==> config.mk <==
export PLATFORM = sky130hd
export DESIGN_NAME = gyro_packet_deframer_core
export DESIGN_NICKNAME = d
export VERILOG_FILES = /design/src/rtl/core/gpd_pkg.sv /design/src/rtl/core/gpd_byte_cell.sv /design/src/rtl/core/gpd_check.sv /design/src/rtl/core/gyro_packet_deframer_core.sv
export SDC_FILE = /design/constraint.sdc
export NUM_CORES = 1
export LEC_CHECK = 0
export BUFFER_PORTS_ARGS = -buffer_cell sky130_fd_sc_hd__buf_2
export CORE_MARGIN = 1
export CORE_UTILIZATION = 45
export DETAILED_ROUTE_END_ITERATION = 8
export PLACE_DENSITY_LB_ADDON = 0.15
export SKIP_LAST_GASP = 1
export SYNTH_ARGS = -nofsm -noshare
export SYNTH_HDL_FRONTEND = slang
export SYNTH_SLANG_ARGS = --single-unit
==> constraint.sdc <==
create_clock -name clk -period 5.35 [get_ports clk]
set_input_delay 1.07 -clock clk [delete_from_list [all_inputs] [get_ports clk]]
set_output_delay 1.07 -clock clk [all_outputs]
set_load 0.03 [all_outputs]
==> src/rtl/core/gpd_pkg.sv <==
// gpd_pkg: shared types and constants for the gyro packet deframer
// used by every module under rtl/core; no dependencies of its own
package gpd_pkg;

  localparam int unsigned WIN_LEN   = 8;
  localparam int unsigned CNT_W     = 4;
  localparam logic [7:0]  HDR_BYTE  = 8'hFF;
  localparam logic [CNT_W-1:0] CHECK_AT = CNT_W'(WIN_LEN);

  typedef logic [7:0]         byte_t;
  typedef logic signed [15:0] word_t;
  typedef logic [CNT_W-1:0]   cnt_t;
  typedef byte_t [WIN_LEN-1:0] win_t;

  // result of checking one window
  typedef struct packed {
    logic  pass;
    word_t rate;
    word_t position;
  } chk_t;

endpackage

==> src/rtl/core/gpd_byte_cell.sv <==
// gpd_byte_cell: one byte of the receive window, loads from its neighbour
// depends on gpd_pkg
module gpd_byte_cell (
  input  logic          clk,
  input  logic          rst_n,
  input  logic          shift_en,
  input  gpd_pkg::byte_t d_in,
  output gpd_pkg::byte_t q_out
);
  import gpd_pkg::*;

  byte_t byte_r;
  byte_t byte_nxt;

  always_comb begin
    byte_nxt = shift_en ? d_in : byte_r;
  end

  always_ff @(posedge clk) begin
    if (!rst_n) begin
      byte_r <= '0;
    end else begin
      byte_r <= byte_nxt;
    end
  end

  assign q_out = byte_r;

endmodule

==> src/rtl/core/gpd_check.sv <==
// gpd_check: header and checksum test on one 8-byte window
// depends on gpd_pkg
module gpd_check (
  input  gpd_pkg::win_t win,
  output gpd_pkg::chk_t chk
);
  import gpd_pkg::*;

  logic [15:0] rate_w;
  logic [15:0] pos_w;
  logic [15:0] sum_w;
  logic [15:0] expect_w;
  logic        hdr_ok;

  always_comb begin
    rate_w   = {win[3], win[2]};
    pos_w    = {win[5], win[4]};
    sum_w    = {win[7], win[6]};
    // checksum is rate plus position minus one, wrapping at 16 bits
    expect_w = rate_w + pos_w - 16'd1;
    hdr_ok   = (win[0] == HDR_BYTE) && (win[1] == HDR_BYTE);
    chk.pass     = hdr_ok && (expect_w == sum_w);
    chk.rate     = word_t'(rate_w);
    chk.position = word_t'(pos_w);
  end

endmodule

==> src/rtl/core/gyro_packet_deframer_core.sv <==
// gyro_packet_deframer_core: top level of the gyro packet deframer
// depends on gpd_pkg, gpd_byte_cell and gpd_check
//
// One received serial byte enters per transaction and one transaction can be
// taken in every clock cycle. The bytes pass down a row of eight byte cells
// that form the packet window (oldest first). A packet is two 0xFF header
// bytes, little-endian rate, little-endian position and a little-endian
// checksum equal to rate + position - 1 modulo 2^16. In sync mode the window
// is tested once every eight bytes; a failed test drops to hunt mode, where
// the window is tested after every byte until a packet passes. Each passing
// packet yields one output transaction carrying rate and position; nothing
// else is produced. The test runs on the window as it will be after the
// incoming byte, so the result is registered with the byte that completes
// the packet (in the skid stage if the output register is held). An output
// register plus a one-entry skid stage sit in front of the output, so input
// keeps flowing while a result waits; input stalls only when both hold one.
module gyro_packet_deframer_core (
  input  logic                clk,
  input  logic                rst_n,
  input  logic                in_valid,
  output logic                in_ready,
  input  logic [7:0]          in_rx_byte,
  output logic                out_valid,
  input  logic                out_ready,
  output logic signed [15:0]  out_rate,
  output logic signed [15:0]  out_position
);
  import gpd_pkg::*;

  // window cells
  win_t win_q;
  win_t win_next;
  logic in_fire;

  // sync tracking
  logic in_sync_r, in_sync_nxt;
  cnt_t cnt_r, cnt_nxt;
  cnt_t cnt_inc;
  logic do_check;

  // check result
  chk_t chk;
  logic push;

  // output register and skid stage
  logic  out_valid_r, out_valid_nxt;
  word_t out_rate_r, out_rate_nxt;
  word_t out_pos_r, out_pos_nxt;
  logic  skid_valid_r, skid_valid_nxt;
  word_t skid_rate_r, skid_rate_nxt;
  word_t skid_pos_r, skid_pos_nxt;
  logic  out_free;

  assign in_ready = !skid_valid_r;
  assign in_fire  = in_valid && in_ready;

  // row of byte cells, each loads from the next one up; the top cell
  // takes the incoming byte
  genvar gi;
  generate
    for (gi = 0; gi < WIN_LEN; gi++) begin : g_cell
      if (gi == WIN_LEN - 1) begin : g_top
        assign win_next[gi] = in_rx_byte;
      end else begin : g_mid
        assign win_next[gi] = win_q[gi+1];
      end
      gpd_byte_cell u_cell (
        .clk      (clk),
        .rst_n    (rst_n),
        .shift_en (in_fire),
        .d_in     (win_next[gi]),
        .q_out    (win_q[gi])
      );
    end
  endgenerate

  // test the window as it stands after this byte
  gpd_check u_check (
    .win (win_next),
    .chk (chk)
  );

  always_comb begin
    cnt_inc     = cnt_r + cnt_t'(1);
    // in hunt mode every byte is tested; in sync mode every eighth byte
    do_check    = !in_sync_r || (cnt_inc >= CHECK_AT) || (cnt_inc == '0);
    in_sync_nxt = in_sync_r;
    cnt_nxt     = cnt_r;
    push        = 1'b0;
    if (in_fire) begin
      cnt_nxt = in_sync_r ? cnt_inc : '0;
      if (do_check) begin
        cnt_nxt     = '0;
        in_sync_nxt = chk.pass;
        push        = chk.pass;
      end
    end
  end

  // output side: skid entry drains first, a fresh result goes to the
  // output register if it is free, otherwise into the skid stage
  always_comb begin
    out_free       = !out_valid_r || out_ready;
    out_valid_nxt  = out_valid_r;
    out_rate_nxt   = out_rate_r;
    out_pos_nxt    = out_pos_r;
    skid_valid_nxt = skid_valid_r;
    skid_rate_nxt  = skid_rate_r;
    skid_pos_nxt   = skid_pos_r;
    if (out_free) begin
      if (skid_valid_r) begin
        out_valid_nxt  = 1'b1;
        out_rate_nxt   = skid_rate_r;
        out_pos_nxt    = skid_pos_r;
        skid_valid_nxt = 1'b0;
      end else begin
        out_valid_nxt = push;
        if (push) begin
          out_rate_nxt = chk.rate;
          out_pos_nxt  = chk.position;
        end
      end
    end else if (push) begin
      skid_valid_nxt = 1'b1;
      skid_rate_nxt  = chk.rate;
      skid_pos_nxt   = chk.position;
    end
  end

  always_ff @(posedge clk) begin
    if (!rst_n) begin
      in_sync_r    <= 1'b1;
      cnt_r        <= '0;
      out_valid_r  <= 1'b0;
      skid_valid_r <= 1'b0;
    end else begin
      in_sync_r    <= in_sync_nxt;
      cnt_r        <= cnt_nxt;
      out_valid_r  <= out_valid_nxt;
      skid_valid_r <= skid_valid_nxt;
    end
  end

  // payload registers, no reset
  always_ff @(posedge clk) begin
    out_rate_r  <= out_rate_nxt;
    out_pos_r   <= out_pos_nxt;
    skid_rate_r <= skid_rate_nxt;
    skid_pos_r  <= skid_pos_nxt;
  end

  assign out_valid    = out_valid_r;
  assign out_rate     = out_rate_r;
  assign out_position = out_pos_r;

endmodule
==> summary.txt, run 1 <==
Setup CP Type - flip-flop to flip-flop
hold violation total from the final report - 0
Area contributors post-synth - edfxtp_1 (32%), dfxtp_1 (21%), nand2_1 (10%), a21oi_1 (6.3%), ha_1 (6.3%)
vias - 4,481
R2R cell count - 12
CP Cell Sequence - inv_1 -> ha_1 -> inv_1 -> ha_1 -> a21o_1 -> a21oi_1 -> a21oi_1 -> o41ai_1 -> xnor2_1 -> nand4_2 -> o31ai_4 -> buf_4
status - complete, no violations
CP Launch Point - g_cell[5].u_cell.q_out[4]
setup TNS - 0 ns
core area - 12,800 sq um
R2R Path Start - g_cell[5].u_cell.q_out[4]
initial antenna violation count - 0
CTS Buf Count - 17
Hold Crit Start - g_cell[1].u_cell.q_out[1]
Period minus WS final - 4.15 ns
CP max-delay cell - o31ai_4
Slew headroom - 0.453
syn_area_per_cell - 9.26 sq um
share of layout cells above drive strength 1 - 0.128
CTS tree - built
sequential share of the synthesized area - 0.533
total power - 2.27 mW
clock sink count - 127
Yosys reg bits - 127
most frequent cells after synthesis - nand2_1 (163), a21oi_1 (75), edfxtp_1 (64)
PostCTS Resize Cnt - 0
n_diodes - 0
period utilization - 0.775
nets@finish - 728
MaxCap Viol Count - 0
area leader, netlist - edfxtp_1
Pre-antenna DRT Iters - 5
RD Place Congestion - 0.889
Hold Path Class - flip-flop to flip-flop
Hold Path Stages - 2
Buffers on Ports - 45
Detail Route Antenna Nets - 0
FP Rows - 41
Post-synth EDFFs - 64
arrival time of the worst setup path - 4.24 ns
Yosys cell types - 49
Post-Synth Adder-Cell Area - 0.0662
Slew @ Worst Pin - 0.819 ns
die width - 117 um
Clock Latency Late Sink - 0.42 ns
Mapped Area - 5970 sq um
maximum resistive drop on vdd - 199 uV
combinational family with the most area after synthesis - simple AND/OR/NAND/NOR gates
first-pass GRT wire length - 21.7 mm
Synth Area in Compound Gates - 0.133
Worst-path clk slew - 0.06 ns
via density per instance - 5.15
most common cell in the netlist - nand2_1
Post-CTS Setup Repair Bufs - 0
hold_buf cts - 0
Starting Density - 0.468
Overall Global Routing Usage - 0.216
Critical Path End Type - flip-flop
Critical Path RT - 5.45 ns
routed wire length - 13.6 mm
clk buf depth - 2
syn_nets - 688
Max stage delay on crit path - 0.69 ns
post-synthesis xor/xnor area fraction - 0.0352
post-DP HPWL - 9.54 mm
final design utilization - 0.542
Die Y-Extent - 117 um
leak pwr - 2.63 nW
# DRC - 0
multi-input logic area - 2470 sq um
wire per inst - 15.7 um
fillers - 1,168
Area growth syn-to-layout - 15.8%
f_max - 241 MHz
mux share of post-synthesis cell area - 0.00377
Max Clock Skew - 0.0132 ns
vias in the first global route - 4,317
Yosys warnings - 0
simple-gate portion of the synthesized area - 0.172
Pins Over Slew Limit - 0
Final Hold Slack - 0.458 ns
Final Setup Violations - 0
Synth top area share - 0.322
Crit Path Max Fanout - 20
asr flop ratio synth - 0
GRT overflow - 0
power per cell area - 328 nW/um^2
CTS H-tree lvls - 4
Primary FF master, synth - edfxtp_1
I/O pin count - 46
largest net degree at the start of global routing - 67
die area - 13,700 sq um
CTS Root Cell - clkbuf_16
Register Area - 3180 sq um
unrepaired setup endpoints after global routing - false
Mapped Cells - 645
DR iter-0 viols - 383
crit path launch type - flip-flop
-- placed cells by master (no fill, tap or decap), types with 8 or more instances in the layout --
master / instances
nand3_1: 10
dfxtp_1: 62
clkbuf_16: 17
xnor2_1: 19
buf_2: 45
nor2_1: 16
nand2_1: 162
ha_1: 30
edfxtp_1: 64
a21oi_1: 75
inv_1: 60
nor3_1: 8
o21ai_0: 38
-- cells by family (layout without fill, tap and decap cells) --
group,Yosys count,in the layout
AO/OA/AOI/OAI,139,139
XOR/XNOR,24,24
AND/OR/NAND/NOR,231,231
buffers and inverters,91,144
flip-flops,127,127
multiplexers,2,2
adder cells (fa/ha/maj),31,31
-- metal layers --
layer  GRT usage  part of all wire
met1       0.281              0.47
met2       0.345              0.47
met3      0.0597             0.046
met4      0.0802             0.017
met5           0                 0
-- through the flow --
step                area [sq um]  setup slack [ns]  std cells
floorplan                   5970             0.132        645
global placement            6370              1.26        838
detailed placement          6370              1.22        838
CTS                         6920              1.22        870
global route                6920              1.01        870
finish                      6920              1.20        870
-- cell type report --
cell class                 count  share of cell area
tap                          172              0.0311
multi-input combinational    427               0.357
timing repair buffer          51              0.0391
inverter                      61              0.0331
clock buffer                  26              0.0707
clock inverter                 6             0.00850
sequential                   127               0.460
-- critical path, delay by kind of cell (launching register included) --
family | cells | cell delay (ns)
AOI/OAI and AO/OA | 5 | 1.76
and+or+nand+nor | 1 | 0.24
adders and majority gates | 2 | 0.67
DFF | 1 | 0.39
buffers and inverters | 3 | 0.51
xor gates and xnor gates | 1 | 0.23
-- sequential cells by signal, summed over array words and instances (netlist names) --
signal / flops
cnt_r: 4
g_cell.u_cell.q_out: 56
in_sync_r: 1
out_position: 16
out_rate: 16
out_valid: 1
skid_pos_r: 16
skid_rate_r: 16
skid_valid_r: 1
-- final timing paths --
check,slack [ns],endpoint
max,1.20,out_position[12]
min,0.46,g_cell[1].u_cell.q_out[1]
min reg2reg,0.46,g_cell[1].u_cell.q_out[1]
max reg2reg,1.20,out_position[12]
-- report_power, final --
group / leakage (nW) / total (mW) / switching (mW) / internal, mW
Clock: 0.264 / 1.07 / 0.400 / 0.672
Combinational: 1.25 / 0.167 / 0.107 / 0.0600
Sequential: 1.12 / 1.03 / 0.00925 / 1.02
No activity file was read; power rests on OpenSTA's default activity.
==> run 2, diff against run 1 <==
--- a/config.mk
+++ b/config.mk
@@ -5,6 +5,7 @@
 export SDC_FILE = /design/constraint.sdc
 export NUM_CORES = 1
 export LEC_CHECK = 0
+export ABC_AREA = 1
 export BUFFER_PORTS_ARGS = -buffer_cell sky130_fd_sc_hd__buf_2
 export CORE_MARGIN = 1
 export CORE_UTILIZATION = 45
==> constraint.sdc (replaced) <==
create_clock -name clk -period 3.47 [get_ports clk]
set_input_delay 0.694 -clock clk [delete_from_list [all_inputs] [get_ports clk]]
set_output_delay 0.694 -clock clk [all_outputs]
set_load 0.03 [all_outputs]
==> summary.txt, run 2 <==
uppermost layer routed - met4
Synth top area share - 0.327
core area - 12,700 sq um
post-DP HPWL - 9.05 mm
Crit Path Max Fanout - 8
vias in the first global route - 4,057
Critical Path RT - 3.60 ns
I/O pin count - 46
r2r endpoint - out_position[12]
clock sink count - 127
commonest non-fill, non-tap cells in the layout - nand2_1 (126), inv_1 (105), o21ai_0 (88), edfxtp_1 (64)
final design utilization - 0.548
CTS H-tree lvls - 4
Yosys cell types - 28
Post-synth EDFFs - 64
period utilization - 0.919
routed length on met3 - 492 um
largest net degree at the start of global routing - 93
Starting Density - 0.464
Detail Route Antenna Nets - 0
metal2 WL - 5.99 mm
arrival time of the worst setup path - 3.32 ns
hold violation total from the final report - 0
Post-Route M1 WL - 6.34 mm
Buffers on Ports - 45
asr flop ratio synth - 0
R2R Setup Slk - 0.28 ns
nets@finish - 765
R2R Path Start - g_cell[5].u_cell.q_out[1]
maximum resistive drop on vdd - 248 uV
Final Setup Violations - 0
switching power - 1.05 mW
Worst Hold Path EP - skid_pos_r[2]
wire per inst - 14.4 um
Critical Path End Type - flip-flop
n_diodes - 0
CP dominant cell by count - nand2_1
syn_nets - 716
most frequent cells after synthesis - nand2_1 (127), inv_1 (105), o21ai_0 (88)
f_max - 314 MHz
die width - 116 um
Pre-antenna DRT Iters - 5
Area growth syn-to-layout - 18.1%
status - complete, no violations
most common cell after layout, fill and taps aside - nand2_1
vias - 4,425
Hold Path Stages - 0
Worst-path clk slew - 0.05 ns
total power - 3.96 mW
hold_buf cts - 0
Clk pwr share - 0.424
CTS Root Cell - clkbuf_16
Comb power frac - 0.158
max FFs per register - 56
CTS Buf Count - 17
crit path launch type - flip-flop
most common cell in the netlist - nand2_1
Switching Share - 0.265
Area contributors post-synth - edfxtp_1 (33%), dfxtp_1 (21%), nand2_1 (8.1%), o21ai_0 (7.5%), inv_1 (6.7%)
die area - 13,500 sq um
Pins Over Slew Limit - 0
Hold Path Class - flip-flop to flip-flop
Yosys warnings - 0
R2R cell count - 18
Max stage delay on crit path - 0.37 ns
DR iter-0 viols - 361
sequential share of the synthesized area - 0.541
unrepaired setup endpoints after global routing - false
Internal - 2.91 mW
Worst Path Buf+Inv - 4
RD Place Congestion - 0.898
MaxCap Viol Count - 0
Primary FF master, synth - edfxtp_1
area leader, netlist - edfxtp_1
Sequential Power Share - 0.418
leak pwr - 2.92 nW
Clock Latency Late Sink - 0.43 ns
routed wire length - 13.0 mm
Slew @ Worst Pin - 0.926 ns
GRT overflow - 0
clk buf depth - 2
Mapped Area - 5880 sq um
via density per instance - 4.88
syn_area_per_cell - 8.74 sq um
Period minus WS final - 3.19 ns
Max Clock Skew - 0.0141 ns
CP max-delay cell - fa_2
Setup CP Type - flip-flop to flip-flop
power per cell area - 571 nW/um^2
CTS tree - built
Hold Crit Start - g_cell[5].u_cell.q_out[2]
Slew headroom - 0.383
first-pass GRT wire length - 20.8 mm
Die Y-Extent - 116 um
# DRC - 0
Yosys reg bits - 127
initial antenna violation count - 0
CP delay by family, top - simple AND/OR/NAND/NOR gates
Final Hold Slack - 0.445 ns
CP Cell Sequence - inv_1 -> ha_1 -> inv_1 -> ha_2 -> fa_2 -> or2_2 -> nand2_1 -> nand2_1 -> nand2_1 -> nand3b_1 -> nor2_1 -> nand3_1 -> nor2_2 -> nand3_2 -> nand2_2 -> inv_2 -> nor2_4 -> clkbuf_16
setup TNS - 0 ns
share of layout cells above drive strength 1 - 0.136
Mapped Cells - 673
Overall Global Routing Usage - 0.211
FP Rows - 41
## run 2: metal layers
layer  vias to the layer above  track usage
met5                         -            0
li1                       2303            -
met1                      2007        0.283
met2                        96        0.319
met4                         0       0.0880
met3                        19       0.0592
## run 2: cell families after synthesis
group,count (synthesis),synth area share
buffers and inverters,131,0.0838
AO/OA/AOI/OAI,154,0.132
flip-flops,127,0.541
AND/OR/NAND/NOR,216,0.155
adder cells (fa/ha/maj),31,0.0672
XOR/XNOR,14,0.0209
## run 2: final cells by class
| cell class | instances | area, sq um |
|---|---|---|
| fillers | 1165 | 5730 |
| flip-flops and latches | 127 | 3180 |
| multi-input cells | 415 | 2230 |
| clock buffers | 27 | 546 |
| inverters | 106 | 398 |
| repair buffers | 55 | 347 |
| well taps | 172 | 215 |
| clock inverters | 4 | 22.5 |
## run 2: worst register-to-register path: cells and delay by family, from the launching register on
family / cells / cell delay [ns]
buffers and inverters: 4 / 0.39
flip-flops: 1 / 0.34
AND/OR/NAND/NOR: 11 / 1.31
adder cells (fa/ha/maj): 3 / 0.84
## run 2: repair_timing
item	CTS	global route
setup buffers	0	2
resized for setup	0	3
setup endpoints to repair	0	32
## run 2: power by group through the flow
stage               logic, mW  clock network (mW)  registers (mW)
global placement        0.613                   0            1.68
finish                  0.624                1.68            1.66
global route            0.716                1.77            1.66
detailed placement      0.618                   0            1.69
floorplan               0.470                   0            1.68
CTS                     0.621                1.71            1.66
## run 2: worst max-delay path by stage
stage                                    from          endpoint  slack [ns]  cells past startpoint
floorplan           g_cell[5].u_cell.q_out[1]     skid_pos_r[0]        0.08                     15
global placement    g_cell[5].u_cell.q_out[1]       out_rate[8]        0.33                     18
detailed placement  g_cell[5].u_cell.q_out[1]       out_rate[8]        0.27                     18
CTS                 g_cell[3].u_cell.q_out[1]      out_rate[14]        0.25                     18
global route        g_cell[5].u_cell.q_out[1]       out_rate[6]        0.01                     18
finish              g_cell[5].u_cell.q_out[1]  out_position[12]        0.28                     18
## run 2: stage by stage
step / instances / instance area, sq um / setup slack [ns]
after global placement: 871 / 6310 / 0.335
after detailed placement: 871 / 6310 / 0.269
after CTS: 902 / 6880 / 0.253
after global routing: 906 / 6940 / 0.0121
after floorplan: 673 / 5900 / 0.0779
final: 906 / 6940 / 0.282
==> run 3, diff against run 2 <==
--- a/config.mk
+++ b/config.mk
@@ -7,7 +7,7 @@
 export LEC_CHECK = 0
 export ABC_AREA = 1
 export BUFFER_PORTS_ARGS = -buffer_cell sky130_fd_sc_hd__buf_2
-export CORE_MARGIN = 1
+export CORE_MARGIN = 8
 export CORE_UTILIZATION = 45
 export DETAILED_ROUTE_END_ITERATION = 8
 export PLACE_DENSITY_LB_ADDON = 0.15
==> summary.txt, run 3 (same netlist as run 2, synthesis figures left out) <==
hold_buf cts - 0
R2R cell count - 18
Period minus WS final - 3.19 ns
met3 Track Usage GR - 0.0457
Crit Path Max Fanout - 32
first-pass GRT wire length - 21.7 mm
Critical Path End Type - flip-flop
Worst Hold Path EP - skid_rate_r[1]
GR met1 Demand/Resource - 0.210
largest net degree at the start of global routing - 93
share of layout cells above drive strength 1 - 0.130
leak pwr - 2.94 nW
Hold Path Class - flip-flop to flip-flop
period utilization - 0.919
clock sink count - 127
Post-CTS Setup Repair Bufs - 0
met2 Use GR - 0.276
die area - 17,000 sq um
multi-input logic area - 2220 sq um
Final Setup Violations - 0
Clock Latency Late Sink - 0.42 ns
I/O pin count - 46
PostCTS Resize Cnt - 0
Area growth syn-to-layout - 18.8%
post-DP HPWL - 9.57 mm
r2r endpoint - out_rate[8]
fillers - 1,211
Starting Density - 0.464
status - complete, no violations
CTS Buf Count - 17
clk buf depth - 2
R2R Path Start - g_cell[5].u_cell.q_out[1]
max FFs per register - 56
Setup CP Type - flip-flop to flip-flop
Hold Path Stages - 0
Worst-path clk slew - 0.05 ns
Hold Crit Start - g_cell[3].u_cell.q_out[1]
n_diodes - 0
Overall Global Routing Usage - 0.169
total power - 4.26 mW
crit path launch type - flip-flop
grt peak-use layer - met2
routed wire length - 13.2 mm
via density per instance - 4.96
Die Y-Extent - 130 um
DR iter-0 viols - 196
f_max - 314 MHz
core area - 12,700 sq um
CTS tree - built
setup TNS - 0 ns
vias in the first global route - 4,319
Max Clock Skew - 0.0128 ns
die width - 130 um
GRT overflow - 0
vias - 4,485
# DRC - 0
CTS Root Cell - clkbuf_16
power per cell area - 610 nW/um^2
Pins Over Slew Limit - 0
Slew @ Worst Pin - 0.833 ns
hold violation total from the final report - 0
MaxCap Viol Count - 0
Critical Path RT - 3.57 ns
RD Place Congestion - 0.906
wire per inst - 14.6 um
Detail Route Antenna Nets - 0
unrepaired setup endpoints after global routing - false
initial antenna violation count - 0
Register Area - 3180 sq um
commonest non-fill, non-tap cells in the layout - nand2_1 (126), inv_1 (105), o21ai_0 (88), edfxtp_1 (64)
most common cell after layout, fill and taps aside - nand2_1
Slew headroom - 0.444
nets@finish - 762
maximum resistive drop on vdd - 216 uV
Pre-antenna DRT Iters - 5
arrival time of the worst setup path - 3.29 ns
FP Rows - 41
R2R Setup Slk - 0.28 ns
Buffers on Ports - 45
CTS H-tree lvls - 4
## run 3: cell count changes in the layout (fill, tap and decap cells not counted), moves of 2 or more
cell       delta
clkbuf_1      -2
bufinv_16     +6
clkinv_1      +2
clkbuf_16     -3
clkbuf_8      -3
## run 3: layer usage
metal / vias to the layer above / share of wire
li1: 2303 / -
met1: 2065 / 0.47
met2: 100 / 0.46
met3: 17 / 0.052
met4: 0 / 0.015
met5: - / 0
## run 3: where the power goes
group	leakage, nW	switching [mW]	internal, mW	total [mW]
clock	0.319	0.619	1.36	1.98
sequential	1.11	0.0335	1.62	1.66
combinational	1.52	0.403	0.222	0.625
total	2.94	1.06	3.20	4.26
## run 3: area by class of cell
class,instances,share of cell area
Timing Repair Buffer,52,0.0434
Inverter,106,0.0570
Clock buffer,20,0.0640
Clock inverter,12,0.0306
Tap cell,172,0.0308
Multi-Input combinational cell,415,0.318
Sequential cell,127,0.456
## run 3: worst max path at each step
| stage | startpoint | to | depth (start not counted) |
|---|---|---|---|
| 6_report | g_cell[5].u_cell.q_out[1] | out_rate[8] | 18 |
| 3_5_place_dp | g_cell[5].u_cell.q_out[1] | out_rate[8] | 18 |
| 2_1_floorplan | g_cell[5].u_cell.q_out[1] | skid_pos_r[0] | 15 |
| 3_3_place_gp | g_cell[5].u_cell.q_out[1] | out_rate[8] | 18 |
| 5_1_grt | g_cell[5].u_cell.q_out[1] | out_rate[8] | 18 |
| 4_1_cts | g_cell[5].u_cell.q_out[1] | out_rate[8] | 18 |
## run 3: stage by stage
stage / instances / hold slack (ns) / util / setup WS, ns / instance area [sq um]
after floorplan: 673 / 0.425 / - / 0.0779 / 5900
after global placement: 872 / 0.429 / 0.499 / 0.348 / 6320
after detailed placement: 872 / 0.438 / 0.499 / 0.291 / 6320
after CTS: 904 / 0.450 / 0.551 / 0.278 / 6980
after global routing: 904 / 0.457 / 0.551 / 0.0255 / 6980
final: 904 / 0.450 / 0.551 / 0.283 / 6980
## run 3: worst max-delay path, cell delays in order (launching register included)
cell and delay, ns:
dfxtp_1 0.34, inv_1 0.07, ha_1 0.27, inv_1 0.04
ha_1 0.25, fa_1 0.41, or2_2 0.30, nand2_1 0.06
nand2_1 0.05, nand2_1 0.05, nand3b_1 0.08, nor2_1 0.09
nand3_1 0.09, nor2_1 0.14, nand3_2 0.14, nand2_2 0.10
inv_2 0.05, nor2_4 0.09, buf_12 0.22
